===== config.mk =====
export PLATFORM = sky130hd
export DESIGN_NAME = kwft_ram
export DESIGN_NICKNAME = d
export VERILOG_FILES = /design/src/rtl/kwft_ram.sv
export SDC_FILE = /design/constraint.sdc
export NUM_CORES = 1
export LEC_CHECK = 0
export BUFFER_PORTS_ARGS = -buffer_cell sky130_fd_sc_hd__clkbuf_2
export CORE_MARGIN = 8
export CORE_UTILIZATION = 40
export CTS_BUF_LIST = sky130_fd_sc_hd__clkbuf_4
export DETAILED_ROUTE_END_ITERATION = 16
export GPL_ROUTABILITY_DRIVEN = 0
export PLACE_DENSITY = 0.53
export SLEW_MARGIN = 0
export SYNTH_ARGS = -nofsm -noshare
export SYNTH_HDL_FRONTEND = slang
export SYNTH_SLANG_ARGS = --single-unit
export TNS_END_PERCENT = 50

===== constraint.sdc =====
create_clock -name clk -period 4.3 [get_ports clk]
set_clock_uncertainty 0.2 [all_clocks]
set_input_delay 0.86 -clock clk [delete_from_list [all_inputs] [get_ports clk]]
set_output_delay 0.86 -clock clk [all_outputs]
set_load 0.02 [all_outputs]

===== src/rtl/kwft_ram.sv =====
// Generic single write port, single registered read port RAM.
`timescale 1ns / 1ps
module kwft_ram #(
	parameter int WIDTH = 8,
	parameter int DEPTH = 64,
	parameter int AW    = (DEPTH > 1) ? $clog2(DEPTH) : 1
) (
	input  logic             clk,
	input  logic             we,
	input  logic [AW-1:0]    waddr,
	input  logic [WIDTH-1:0] wdata,
	input  logic [AW-1:0]    raddr,
	output logic [WIDTH-1:0] rdata
);

	logic [WIDTH-1:0] mem [DEPTH];

	always_ff @(posedge clk) begin
		if (we) begin
			mem[waddr] <= wdata;
		end
		rdata <= mem[raddr];
	end

endmodule


Word-level counts from Yosys, hierarchy flattened --
Memories as Yosys holds them, arrays and structs flattened. A register that Yosys moved wholly into a read port is not among the register bits. Cells that the tools add are included.
Word-level totals: register bits 0, memories kept 1, bits of input ports 22, bits in read-only memories 0, bits in latches 0, bits in writable memories 512, output and inout port bits 8
Cells by class: order comparisons 0, bitwise gates (word level) 0, add/subtract/negate cells 0, multiply operators 0, shift operators 0, multiplexer cells 2, equality and inequality tests 0, div/mod/pow operators 0, reduce and logical (&&, ||, !) cells 0
Memories:
- mem | words 64, bits a word 8, rd ports 1, clocked after memory_dff 1, write ports 1, line 16 | logic [WIDTH-1:0] mem [DEPTH];
Operators by type and width (count):
- $mux W1 | 2

Depth between registers and ports, before layout --
Gate-level depths: netlist (run 1).
word-level depth 2, gate-level depth with buffers 9, depth with buffers taken out 5

Worst setup path before layout (run 1) --
No wires, ideal clock.
path type input-to-reg, start input port raddr[1], end register rdata[3] (read register of mem), library setup time 128 ps, path buffers 3, required time 3972 ps, path slack 1572 ps, cell stages on the path 7, arrival 2400 ps, cells stage by stage buf_4 > buf_2 > buf_2 > mux4_2 > mux4_2 > o21ai_1 > o41ai_1
RTL lines:
- start, declared | line 12 | input logic [AW-1:0] raddr,
- end, declared | line 13 | output logic [WIDTH-1:0] rdata

==> results.tsv, run 1 <==
stage	metric	value	unit
clocking	TritonCTS clock tree	done	
cells_and_area	area of the multi-input gates	4320	um^2
synthesis	Synth area leaders	edfxtp_1 (76%), mux4_2 (14%), nor2_1 (1.5%), mux2i_1 (1.1%), dfxtp_1 (0.79%)	
hold_path	worst hold path class	in -> reg	
synthesis	Post-Syn Instances	940	
critical_path	Buf+Inv Stages, Crit Path	2	
synthesis	syn avg cell area	21.5	um^2
clocking	Clk Latency, worst-skew pair	0.95	ns
clocking	postcts setup bufs	0	
route	DR WL/cell	25.9	um
die	Std-Cell Core Area	50000	um^2
cells_and_area	commonest non-fill, non-tap cell in the layout	edfxtp_1	
critical_path	crit path DAT	3.32	ns
pwr	Leak	7.49	nW
synthesis	Post-synth top flop	edfxtp_1	
die	Die ar.	57900	um^2
cells_and_area	area delta synth->final	15.0	%
cells_and_area	filler cell count	4286	
clocking	Hold-fix buffers, CTS	0	
critical_path	Crit Path Class	in -> reg	
die	Site Rows	82	
clocking	Clock Pin Slew Worst Setup and Hold Paths	0.06	ns
grt	all-layer global routing usage	17.7	%
critical_path	worst setup path startpoint	raddr[1]	
die	Die X	241	um
critical_path	Critical Path Sink	rdata[5]	
timing	setup TNS	0	ns
timing	Slew @ Worst Pin	1.17	ns
pwr	Reg power frac	53.9	%
pwr	switching share of power	22.5	%
critical_path	WP depth	6	
pwr	Clock power frac	40.8	%
cells_and_area	Final nets	1151	
cells_and_area	most frequent cells in the layout	edfxtp_1 (512), clkbuf_4 (203), mux4_2 (126)	
clocking	post-cts sizing count	0	
critical_path	critical-path cell list	buf_4 > buf_12 > mux4_2 > nor2b_1 > a2111oi_0 > o41ai_1	
route	vias per cell	5.40	
clocking	clock buffer count from CTS	137	
grt	largest net degree at the start of global routing	54	
clocking	Bufs on Longest Clock Path	3	
route	drt total wl	49300	um
grt	number of global-route vias before repair	10800	
clocking	H-tree depth	4	
outcome	status	finished, final reports clean	
route	Residual DRC	0	
placement	HPWL after detailed placement	30700	um
synthesis	Synth Net Count	962	
critical_path	reg2reg start	mem[3][5]	
critical_path	Slowest-stage cell, CP	a2111oi_0	
critical_path	Register-to-Register Setup Slack	1.86	ns
critical_path	startpoint types	primary input	
timing	Final min period	2.75	ns
pwr	PwrDens	450	nW/um^2
grt	first-pass GRT wire length	73000	um
timing	Fmax	0.364	GHz
timing	Hold Vio Cnt, Final	0	
route	antenna-violating nets left	0	
pwr	P_int	8.09	mW
timing	final setup fails	0	
pwr	worst vdd rail ir drop	0.171	mV
pwr	Combinational Power Share	5.3	%
cells_and_area	Storage cell area	15500	um^2
synthesis	Seq/Total Area, Yosys	77.0	%
clocking	CTS Sinks	520	
grt	grt total ovfl	0	
timing	pins over their slew limit	0	
synthesis	post-synthesis register bit count	520	
critical_path	CP max stage delay	0.83	ns
synthesis	share of the synthesized area in the top cell type	76.2	%
synthesis	cell taking the most area after synthesis	edfxtp_1	
route	number of DRC markers in iteration 0	762	
synthesis	Yosys warnings	0	
synthesis	EDFF count, synth	512	
timing	RSZ-0062 raised after global routing	false	
synthesis	Netlist cell types	40	
critical_path	Critical R2R Capture	rdata[5]	
grt	initial antenna violation count	3	
clocking	root buffer cell	clkbuf_4	
placement	dpl cells	1662	
cells_and_area	Final Non-Filler Cells	1907	
route	DR pass1 iterations	5	
die	Initial Util	40.4	%
run	Max Cap Violations	0	
pwr	sw power	2.35	mW
timing	fin crit share	63.9	%
timing	relative slew slack	22.3	%
critical_path	Top delay family on crit path	compound AO/OA/AOI/OAI gates	
die	die height	241	um
critical_path	CP required	4.87	ns
die	I/O pin cnt	30	
placement	PortBufs	29	
route	vias	10300	
critical_path	R2R cell count	4	
cells_and_area	share of cells above drive strength 1	37.4	%
critical_path	crit end category	register	
critical_path	crit path max fanout	45	
synthesis	Syn Std Cell Area	20200	um^2
synthesis	async set-reset flop share out of synthesis	0	%
[metal layers]
layer / part of all wire [%] / track usage, % / routed length [um] / up-vias
met2: 49 / 27.7 / 23900 / 337
met1: 43 / 23.4 / 21400 / 5472
met5: 0 / 0 / 0 / -
met3: 6.0 / 4.69 / 2960 / 74
li1: - / - / - / 4417
met4: 2.1 / 7.32 / 1050 / 0
[cell families (layout without fill, tap and decap cells)]
group,count (synthesis),after routing,synth area share (%)
flip-flops,520,520,77.0
multiplexers,162,162,15.9
AND/OR/NAND/NOR,153,153,3.39
AO/OA/AOI/OAI,54,54,2.07
buffers and inverters,51,339,1.57
other,0,7,0
[flip-flops by register name, summed over array words and instances (netlist names)]
register and flops:
mem 512, rdata 8
[stage by stage]
stage	hold slack (ns)	util (%)	worst slack (ns)	power (mW)	cell area [um^2]
floorplan	0.518	-	1.57	6.04	20200
global placement	0.596	42.9	0.662	6.30	21400
detailed placement	0.610	42.9	0.632	6.30	21400
CTS	0.164	46.4	1.44	10.6	23200
global route	0.213	46.4	1.46	10.9	23200
finish	0.297	46.4	1.55	10.4	23200
[area by class of cell]
class / count / share of cell area, %
timing repair buffer: 101 / 3.23
antenna: 7 / 0.0755
multi-input combinational: 369 / 18.6
clock buffer: 203 / 6.57
sequential: 520 / 67.0
tap: 672 / 3.63
clock inverter: 35 / 0.890
[synthesized netlist by cell type, types with 3 or more instances]
| cell | number |
|---|---|
| nor3_1 | 7 |
| mux2_2 | 13 |
| clkbuf_1 | 17 |
| nor2b_1 | 14 |
| o22ai_1 | 8 |
| o2111ai_1 | 3 |
| edfxtp_1 | 512 |
| nor2_1 | 83 |
| dfxtp_1 | 8 |
| nand2b_1 | 7 |
| a22oi_1 | 3 |
| buf_4 | 13 |
| a21oi_1 | 3 |
| o2bb2ai_1 | 3 |
| buf_1 | 4 |
| buf_6 | 4 |
| o221ai_1 | 8 |
| buf_2 | 11 |
| nand2_1 | 19 |
| mux2i_1 | 23 |
| nand3_1 | 13 |
| a211oi_1 | 4 |
| a221oi_1 | 6 |
| nand3b_1 | 3 |
| mux4_2 | 126 |
[power groups by stage]
stage               Sequential, mW  Clock (mW)  Combinational [mW]
floorplan                     5.74           0               0.299
global placement              5.74           0               0.558
detailed placement            5.74           0               0.562
CTS                           5.63        4.42               0.563
global route                  5.63        4.68               0.591
finish                        5.63        4.26               0.549
[how the worst min path moves through the flow]
stage                             to  depth (start not counted)  slack (ns)       start
after floorplan             rdata[0]                          4        0.52  mem[34][0]
after global placement      rdata[6]                          3        0.60  mem[31][6]
after detailed placement    rdata[6]                          3        0.61  mem[26][6]
after CTS                 mem[48][2]                          2        0.16    waddr[1]
after global routing      mem[48][2]                          2        0.21    waddr[1]
final                     mem[48][2]                          2        0.30    waddr[1]
No activity file was read; power rests on OpenSTA's default activity.
==> inputs of run 2 (changes only) <==
Settings changed: PLACE_DENSITY 0.53 to 0.55.
Clock period 4.3 ns to 2.5 ns, I/O delays scaled along.
==> results.tsv, run 2 (synthesis results as in run 1) <==
stage	metric	value	unit	change
outcome	status	finished, final reports clean		
die	I/O pin cnt	30		unchanged
timing	Fmax	0.443	GHz	
critical_path	CP required	1.80	ns	-3.07 ns
clocking	postcts setup bufs	0		unchanged
cells_and_area	area of the multi-input gates	4320	um^2	unchanged
critical_path	crit path DAT	1.56	ns	-1.76 ns
critical_path	Register-to-Register Setup Slack	0.30	ns	-1.56 ns
route	number of DRC markers in iteration 0	882		+16%
clocking	Clock Pin Slew Worst Setup and Hold Paths	0.07	ns	about the same
critical_path	Slowest-stage cell, CP	dfxtp_1		
critical_path	crit end category	output port		
pwr	worst vdd rail ir drop	0.373	mV	+120%
cells_and_area	share of cells above drive strength 1	40.9	%	+3.5 points
timing	Hold Vio Cnt, Final	0		unchanged
critical_path	Crit Path Class	reg -> out		
critical_path	Buf+Inv Stages, Crit Path	1		-1
route	vias	10500		+1.7%
placement	HPWL after detailed placement	30300	um	-1.6%
cells_and_area	most frequent cells in the layout	edfxtp_1 (512), clkbuf_4 (196), buf_4 (144)		
clocking	Bufs on Longest Clock Path	3		unchanged
placement	Setup WS pre-CTS	-0.335	ns	-0.967 ns
critical_path	crit path max fanout	1		-98%
timing	Min Hold Slack	0.155	ns	-0.142 ns
timing	final setup fails	0		unchanged
route	vias per cell	5.23		-3.1%
timing	RSZ-0062 raised after global routing	false		
timing	pins over their slew limit	0		unchanged
route	DR WL/cell	24.2	um	-6.5%
cells_and_area	commonest non-fill, non-tap cell in the layout	edfxtp_1		
critical_path	Critical R2R Capture	rdata[4]		
clocking	Clk Latency, worst-skew pair	0.94	ns	about the same
critical_path	critical-path cell list	clkbuf_2		
pwr	PwrDens	755	nW/um^2	+68%
die	Die ar.	57900	um^2	unchanged
placement	PortBufs	29		unchanged
cells_and_area	Regs by FF count	mem: 512 flops, rdata: 8 flops		
route	DR pass1 iterations	5		unchanged
critical_path	reg2reg start	mem[21][4]		
grt	all-layer global routing usage	17.3	%	-0.40 points
timing	final worst setup slack	0.243	ns	-1.31 ns
timing	fin crit share	90.3	%	
die	Std-Cell Core Area	50000	um^2	unchanged
die	Site Rows	82		unchanged
critical_path	R2R cell count	5		+1
die	die height	241	um	unchanged
clocking	TritonCTS clock tree	done		
grt	initial antenna violation count	3		unchanged
cells_and_area	filler cell count	4192		-2.2%
die	Initial Util	40.4	%	unchanged
timing	relative slew slack	51.8	%	+29 points
timing	Slew @ Worst Pin	0.723	ns	-0.442 ns
cells_and_area	Final nets	1253		+8.9%
timing	setup TNS	0	ns	unchanged
cells_and_area	max reg flops	512		unchanged
route	Residual DRC	0		unchanged
clocking	H-tree depth	4		unchanged
hold_path	hold path depth	4		+2
critical_path	CP max stage delay	0.43	ns	-0.40 ns
grt	largest net degree at the start of global routing	65		+20%
grt	first-pass GRT wire length	72100	um	-1.2%
run	Max Cap Violations	0		unchanged
route	drt total wl	48400	um	-1.8%
pwr	Leak	8.07	nW	+7.8%
clocking	CTS Sinks	520		unchanged
grt	number of global-route vias before repair	11100		+2.9%
clocking	clock buffer count from CTS	139		+1.5%
route	antenna-violating nets left	0		unchanged
cells_and_area	area delta synth->final	19.8	%	
critical_path	Top delay family on crit path	flip-flops		
critical_path	startpoint types	register		
hold_path	hold endpoint	mem[56][5]		
cells_and_area	Largest Register	mem		
die	Die X	241	um	unchanged
hold_path	min-delay src	waddr[5]		
hold_path	worst hold path class	in -> reg		
cells_and_area	Storage cell area	15500	um^2	unchanged
clocking	root buffer cell	clkbuf_4		
grt	grt total ovfl	0		unchanged
timing	Final min period	2.26	ns	
[run 2: metrics by stage]
step / utilization [%] / instances / total power [mW] / instance area [um^2]
6_report: 48.4 / 2002 / 18.2 / 24200
5_1_grt: 48.3 / 2000 / 19.0 / 24200
4_1_cts: 48.3 / 1998 / 18.5 / 24200
3_5_place_dp: 44.5 / 1749 / 10.9 / 22300
3_3_place_gp: 44.5 / 1749 / 10.9 / 22300
2_1_floorplan: - / 940 / 10.4 / 20200
[run 2: repair_timing]
action | CTS | global route
setup endpoints to repair | 0 | 0
endpoints found under the hold margin | 505 | 0
resized for setup | 0 | 0
hold buffers | 13 | 0
[run 2: worst max-delay path by stage]
| stage | start | end | slack, ns | depth (start not counted) |
|---|---|---|---|---|
| after floorplan | raddr[1] | rdata[3] | 0.13 | 7 |
| after global placement | raddr[0] | rdata[7] | -0.30 | 6 |
| after detailed placement | raddr[0] | rdata[4] | -0.34 | 7 |
| after CTS | rdata[6] | rdata[6] | 0.11 | 1 |
| after global routing | rdata[6] | rdata[6] | 0.14 | 1 |
| final | rdata[6] | rdata[6] | 0.24 | 1 |
[run 2: layout make-up]
cell class / instances / share of cell area, %
Sequential cell: 520 / 64.3
Multi-Input combinational cell: 369 / 17.9
Timing Repair Buffer: 201 / 7.02
Clock buffer: 196 / 6.09
Tap cell: 672 / 3.48
Clock inverter: 40 / 1.22
Antenna cell: 4 / 0.0414
[run 2: where the power goes]
part | total, mW | internal [mW] | switching, mW | leakage, nW
Clock | 7.52 | 4.12 | 3.40 | 1.05
Combinational | 1.04 | 0.447 | 0.596 | 2.35
Sequential | 9.68 | 9.65 | 0.0352 | 4.67
[run 2: layer usage]
layer | vias up | GRT usage (%) | wire [um]
li1 | 4614 | - | -
met1 | 5477 | 22.6 | 20800
met5 | - | 0 | 0
met4 | 0 | 6.25 | 973
met3 | 62 | 5.43 | 3230
met2 | 320 | 27.1 | 23400
==> inputs of run 3 (changes only) <==
Settings changed: BUFFER_PORTS_ARGS -buffer_cell sky130_fd_sc_hd__clkbuf_2 to -buffer_cell sky130_fd_sc_hd__buf_2.
==> results.tsv, run 3 (synthesis results as in run 1) <==
stage	metric	value	unit	change
outcome	status	finished, final reports clean		
clocking	Clk Latency, worst-skew pair	0.93	ns	about the same
critical_path	reg2reg start	mem[21][6]		
placement	dpl cells	1754		+0.29%
die	Site Rows	82		unchanged
critical_path	startpoint types	register		
clocking	CTS Sinks	520		unchanged
timing	pins over their slew limit	0		unchanged
hold_path	hold endpoint	rdata[1]		
placement	Setup WS pre-CTS	-0.401	ns	-0.0658 ns
route	drt total wl	48200	um	-0.46%
clocking	Bufs on Longest Clock Path	3		unchanged
clocking	root buffer cell	clkbuf_4		
timing	final setup fails	0		unchanged
grt	largest net degree at the start of global routing	65		unchanged
route	antenna-violating nets left	0		unchanged
cells_and_area	max reg flops	512		unchanged
critical_path	CP required	3.08	ns	+1.28 ns
clocking	Clock Pin Slew Worst Setup and Hold Paths	0.07	ns	about the same
cells_and_area	area delta synth->final	20.4	%	
grt	M1 GR Usage	22.5	%	-0.089 points
timing	fin crit share	96.5	%	+6.2 points
timing	final worst setup slack	0.0872	ns	-0.155 ns
clocking	H-tree depth	4		unchanged
timing	RSZ-0062 raised after global routing	false		
die	I/O pin cnt	30		unchanged
timing	Fmax	0.414	GHz	-6.4%
critical_path	crit path DAT	2.99	ns	+1.43 ns
route	Residual DRC	0		unchanged
die	Std-Cell Core Area	50000	um^2	unchanged
placement	HPWL after detailed placement	30800	um	+1.8%
route	vias per cell	5.19		-0.72%
cells_and_area	most frequent cells in the layout	edfxtp_1 (512), clkbuf_4 (192), buf_4 (147)		
critical_path	R2R cell count	6		+1
placement	PortBufs	29		unchanged
timing	relative slew slack	50.3	%	-1.5 points
cells_and_area	Final nets	1264		+0.88%
grt	routing usage on met2	28.0	%	+0.88 points
die	Initial Util	40.4	%	unchanged
placement	Post-DP Area	22300	um^2	+0.28%
critical_path	Register-to-Register Setup Slack	0.09	ns	-0.21 ns
critical_path	crit path max fanout	1		unchanged
pwr	worst vdd rail ir drop	0.365	mV	-2.2%
timing	Hold Vio Cnt, Final	0		unchanged
cells_and_area	Final Non-Filler Cells	2016		+0.70%
route	DR pass1 iterations	7		+2
timing	Final min period	2.41	ns	+0.155 ns
route	number of DRC markers in iteration 0	775		-12%
pwr	Design Power	18.1	mW	-0.97%
hold_path	min-delay src	raddr[3]		
grt	number of global-route vias before repair	11200		+0.43%
timing	Slew @ Worst Pin	0.745	ns	+0.0220 ns
hold_path	hold path depth	5		+1
pwr	Leak	8.12	nW	+0.55%
die	Die ar.	57900	um^2	unchanged
run	Max Cap Violations	0		unchanged
clocking	clock buffer count from CTS	137		-1.4%
die	die height	241	um	unchanged
pwr	PwrDens	744	nW/um^2	-1.4%
grt	gr busiest metal	met2		
grt	all-layer global routing usage	17.4	%	+0.091 points
route	vias	10500		-0.029%
critical_path	Critical R2R Capture	rdata[6]		
critical_path	crit end category	register		
die	Die X	241	um	unchanged
grt	grt total ovfl	0		unchanged
critical_path	Crit Path Class	reg -> reg		
route	DR WL/cell	23.9	um	-1.1%
hold_path	worst hold path class	in -> reg		
clocking	TritonCTS clock tree	done		
cells_and_area	commonest non-fill, non-tap cell in the layout	edfxtp_1		
cells_and_area	filler cell count	4176		-0.38%
cells_and_area	Regs by FF count	mem: 512 flops, rdata: 8 flops		
clocking	postcts setup bufs	0		unchanged
cells_and_area	Final Cell Area	24300	um^2	+0.46%
grt	met3 GRT Util	4.94	%	-0.49 points
cells_and_area	Largest Register	mem		
grt	first-pass GRT wire length	72500	um	+0.61%
cells_and_area	share of cells above drive strength 1	40.7	%	-0.20 points
grt	initial antenna violation count	4		+1
==> run 3: stage by stage <==
step / utilization, % / hold slack [ns] / setup TNS [ns]
final: 48.6 / 0.239 / 0
after global routing: 48.6 / 0.144 / 0
after CTS: 48.6 / 0.0938 / 0
after detailed placement: 44.7 / 0.611 / -1.70
after global placement: 44.7 / 0.604 / -1.67
after floorplan: - / 0.399 / 0
==> run 3: repair_timing <==
item,in CTS,in global routing
hold endpoints to repair,431,0
hold buffers,21,0
resized for setup,0,0
==> run 3: routing by layer <==
| layer | part of all wire, % | up-vias |
|---|---|---|
| li1 | - | 4627 |
| met1 | 43 | 5494 |
| met2 | 49 | 294 |
| met3 | 5.7 | 55 |
| met4 | 1.7 | 0 |
| met5 | 0 | - |
==> run 3: worst max-delay path by stage <==
stage                     startpoint        to  slack, ns  cells after the start
after global placement      raddr[0]  rdata[7]      -0.44                      7
final                     mem[21][6]  rdata[6]       0.09                      6
after floorplan             raddr[1]  rdata[3]       0.13                      7
after global routing      mem[16][6]  rdata[6]       0.05                      6
after detailed placement    raddr[0]  rdata[7]      -0.40                      7
after CTS                 mem[21][6]  rdata[6]        0.1                      6
==> run 3: cell type report <==
class	instances	area [um^2]	share of cell area [%]
sequential	520	15500	64.0
multi-input combinational	369	4320	17.8
timing repair buffer	214	1840	7.57
clock buffer	192	1440	5.94
tap	672	841	3.46
clock inverter	45	293	1.21
antenna	4	10.0	0.0412
==> run 3: report_power, final <==
| group | internal [mW] | total [mW] | switching [mW] |
|---|---|---|---|
| Sequential | 9.65 | 9.68 | 0.0320 |
| Clock | 3.96 | 7.32 | 3.36 |
| Combinational | 0.460 | 1.06 | 0.602 |
| Total | 14.1 | 18.1 | 4.00 |
==> run 3: worst max-delay path, cell delays in order (launching register included) <==
cell and delay, ns:
edfxtp_1 0.37, mux4_2 0.47, mux2_2 0.28, o221a_2 0.27, nor3_1 0.40, buf_4 0.18, o32ai_1 0.08
